===== config.mk =====
export PLATFORM = sky130hd
export DESIGN_NAME = bis_ctrl
export DESIGN_NICKNAME = d
export VERILOG_FILES = /design/src/rtl/bis_pkg.sv /design/src/rtl/bis_ctrl.sv
export SDC_FILE = /design/constraint.sdc
export NUM_CORES = 1
export LEC_CHECK = 0
export ABC_AREA = 0
export BUFFER_PORTS_ARGS = -buffer_cell sky130_fd_sc_hd__buf_2
export CAP_MARGIN = 20
export CORE_AREA = 8 8 45 47
export CTS_BUF_LIST = sky130_fd_sc_hd__clkbuf_8
export CTS_CLUSTER_DIAMETER = 120
export DETAILED_ROUTE_END_ITERATION = 10
export DIE_AREA = 0 0 53 55
export HOLD_SLACK_MARGIN = 0.06
export PLACE_DENSITY = 0.43
export SYNTH_ARGS = -nofsm -noshare
export SYNTH_HDL_FRONTEND = slang
export SYNTH_SLANG_ARGS = --single-unit

===== constraint.sdc =====
create_clock -name clk -period 1.88 [get_ports clk]
set_input_delay 0.282 -clock clk [delete_from_list [all_inputs] [get_ports clk]]
set_output_delay 0.282 -clock clk [all_outputs]
set_load 0.005 [all_outputs]

===== src/rtl/bis_pkg.sv =====
// ----------------------------------------------------------------------------
// Bitmap integer set package
// Shared types, codes and defaults for the bitmap integer set block.
// ----------------------------------------------------------------------------
`default_nettype none

package bis_pkg;

	localparam int unsigned SET_SIZE_DEF = 65536;

	localparam logic REG_RANGE_FIRST = 1'b0;
	localparam logic REG_RANGE_LAST  = 1'b1;

	typedef enum logic [1:0] {
		MODE_TEST = 2'd0,
		MODE_ADD  = 2'd1,
		MODE_DEL  = 2'd2
	} mode_t;

	typedef enum logic [1:0] {
		STATUS_OK       = 2'd0,
		STATUS_RANGE    = 2'd1,
		STATUS_CONFLICT = 2'd2
	} status_t;

	typedef enum logic [1:0] {
		ST_CLEAR,
		ST_IDLE,
		ST_CHECK,
		ST_DECIDE
	} state_t;

	typedef struct packed {
		logic [1:0]  mode;
		logic [31:0] element_value;
		logic        list_end;
	} in_item_t;

	typedef struct packed {
		logic [1:0]  status;
		logic        is_match;
		logic [31:0] match_value;
	} out_item_t;

	typedef struct packed {
		logic clear;
		logic load;
		logic check;
		logic decide;
	} cmd_t;

	typedef struct packed {
		logic clear_last;
		logic out_free;
	} stat_t;

endpackage

`default_nettype wire


===== src/rtl/bis_ctrl.sv =====
// ----------------------------------------------------------------------------
// Bitmap integer set controller
// Sequences clearing pass, item intake, range check and bit update.
// ----------------------------------------------------------------------------
`default_nettype none

module bis_ctrl (
	input  wire logic          clk,
	input  wire logic          arst_n,
	input  wire logic          item_valid,
	output logic               item_ready,
	input  wire bis_pkg::stat_t stat,
	output bis_pkg::cmd_t      cmd
);

	bis_pkg::state_t state_q;
	bis_pkg::state_t state_d;

	always_ff @(posedge clk or negedge arst_n) begin
		if (!arst_n) begin
			state_q <= bis_pkg::ST_CLEAR;
		end else begin
			state_q <= state_d;
		end
	end

	always_comb begin
		state_d    = state_q;
		item_ready = 1'b0;
		cmd        = '0;
		unique case (state_q)
			bis_pkg::ST_CLEAR: begin
				cmd.clear = 1'b1;
				if (stat.clear_last) begin
					state_d = bis_pkg::ST_IDLE;
				end
			end
			bis_pkg::ST_IDLE: begin
				item_ready = 1'b1;
				if (item_valid) begin
					cmd.load = 1'b1;
					state_d  = bis_pkg::ST_CHECK;
				end
			end
			bis_pkg::ST_CHECK: begin
				cmd.check = 1'b1;
				state_d   = bis_pkg::ST_DECIDE;
			end
			bis_pkg::ST_DECIDE: begin
				if (stat.out_free) begin
					cmd.decide = 1'b1;
					state_d    = bis_pkg::ST_IDLE;
				end
			end
			default: begin
				state_d = bis_pkg::ST_IDLE;
			end
		endcase
	end

endmodule

`default_nettype wire


==> out/metrics.cfg <==
[timing]
relSlewSlack_pct = 69.0
rsz0062_at_grt = false
clock.fmax_ghz = 0.602
post-route-period-util_pct = 88.4
setup_viol = 0
final_max_slew_viol_count = 0
setup_tns_ps = 0
tightestPinTransition_ps = 466
min_period_ps = 1660
finClkSkew_ps = 0.0280
hold_violations = 0

[floorplanning]
die_w_um = 53
rows = 14
start_util_pct = 12.8
dieArea_sq_um = 2920
die_y_um = 55
core_sq_um = 1380
io_pins = 10

[clock_network]
cts_setup_buffers = 0
clkSinkCount = 2
htreeDepth = 1
worstSkewPairLatency_ps = 210
cts-root-buf = clkbuf_8
cts_tree = done
clk_pin_slew_ps = 30
cts_buffers = 3
ctsLongestPathBuffers = 2

[min_path]
hold_class = input pin to asynchronous set/reset pin

[finish]
fin_area_sq_um = 294
largest_reg_flops = 2
top_register = state_q
finalNetCount = 42
layout_commonest_cell = buf_2
drive_above_1_share_pct = 46.7
reg_top3 = state_q x2
area_delta_synth_final_pct = 65.5
diodes = 0
final_cell_mix = buf_2 (9), ha_1 (5), inv_1 (4)

[pwr]
p_leak_nw = 0.170
ir_drop_mv = 0.543
p_per_area_nw_per_um2 = 1540
finalPower_w = 0.000453

[critical_path]
crit_required_ps = 1960
cp-start-kind = flop
r2r_end = state_q[1]$_DFFE_PN0P_
rr_worst_depth = 4
criticalPathCategory = flop to flop
r2r_slack_ps = 220
worstPathMaxFanout = 4
r2r-start = state_q[0]$_DFFE_PN0P_
endpoint_kind = flop
worstPathArrival_ps = 1750

[grt]
track_usage_pct = 3.61
grt_max_degree = 5
grt_pass1_wl_um = 683
grt_pass1_vias = 169
antenna_found_initial = 0
overflow = 0

[status]
status = completed

[yosys]
synth_seq_area_share_pct = 28.2
yosys_warnings = 0
synth_fp_nets = 27
syn_avg_cell_area_sq_um = 10.5
synth_area_sq_um = 178
ys_types = 9
synthCells = 17
synth-seq-cells = 2

[detailed_routing]
drcViolationCount = 0
dr.pass1.iters = 4
vias_per_cell = 3.30
post_drt_wl_per_cell_um = 9.61
drtIter0Drc = 1
via_count = 152
wl_um = 442
ant_nets = 0

[place]
io_buffers = 9
place_congestion = 0.688
place_area_sq_um = 243

[run]
max-cap-violations = 0

-- area by class of cell --
class / count / area, sq um
multi-input cells: 10 / 108
well taps: 16 / 20.0
fillers: 150 / 1090
repair buffers: 10 / 55.1
clock buffers: 3 / 41.3
flip-flops and latches: 2 / 50.0
inverters: 5 / 20.0
-- critical path, cell delays in order (launching register included) --
cell and delay [ps]:
dfrtp_1 390, inv_1 100, ha_1 220, a222oi_1 460, mux2_1 370
-- power breakdown --
group	switching [W]	internal [W]
Sequential	0.0000231	0.0000667
Combinational	0.0000947	0.000101
Clock	0.0000325	0.000135
Total	0.000150	0.000303
-- how the worst max path moves through the flow --
stage | startpoint | to | slack (ps) | cells after the start
6_report | state_q[0]$_DFFE_PN0P_ | state_q[1]$_DFFE_PN0P_ | 220 | 4
5_1_grt | state_q[0]$_DFFE_PN0P_ | state_q[1]$_DFFE_PN0P_ | 110 | 4
4_1_cts | state_q[0]$_DFFE_PN0P_ | state_q[1]$_DFFE_PN0P_ | 190 | 4
2_1_floorplan | state_q[0]$_DFFE_PN0P_ | state_q[1]$_DFFE_PN0P_ | 320 | 4
3_5_place_dp | state_q[0]$_DFFE_PN0P_ | state_q[1]$_DFFE_PN0P_ | 190 | 4
3_3_place_gp | state_q[0]$_DFFE_PN0P_ | state_q[1]$_DFFE_PN0P_ | 200 | 4
-- repair_timing --
| item | 4_1_cts | 5_1_grt |
|---|---|---|
| hold buffers | 1 | 0 |
| resized for setup | 0 | 0 |
| endpoints found under the hold margin | 2 | 0 |
-- layer usage --
| layer | vias to the layer above | part of all wire [%] | GRT usage, % |
|---|---|---|---|
| li1 | 80 | - | - |
| met3 | 0 | 19 | 2.14 |
| met1 | 62 | 43 | 3.34 |
| met4 | 0 | 0 | 6.47 |
| met2 | 10 | 38 | 4.10 |
| met5 | - | 0 | 0 |
-- synthesized netlist by cell type, drive strengths merged --
master    count  share of area [%]
mux2i         1                5.6
dfrtp         2                 28
and2          2                7.8
a222oi        1                5.6
clkinvlp      1                2.8
inv           4                8.4
mux2          1                6.3
ha            5                 35
-- through the flow --
step,util (%),setup slack [ps],std cells,hold WS [ps]
finish,21.2,218,46,389
global route,21.2,108,46,394
CTS,21.2,190,46,382
detailed placement,17.5,194,42,70.5
global placement,17.5,199,42,70.7
floorplan,-,325,17,-13.6
-- logic make-up (layout without fill, tap and decap cells) --
| family | after synthesis | in the layout | share of synthesized area, % |
|---|---|---|---|
| AOI/OAI and AO/OA | 1 | 1 | 5.63 |
| DFF | 2 | 2 | 28.2 |
| and+or+nand+nor | 2 | 2 | 7.75 |
| buffers and inverters | 5 | 18 | 11.3 |
| muxes | 2 | 2 | 12.0 |
| adders and majority gates | 5 | 5 | 35.2 |
Power figures use the tool's default switching activity.
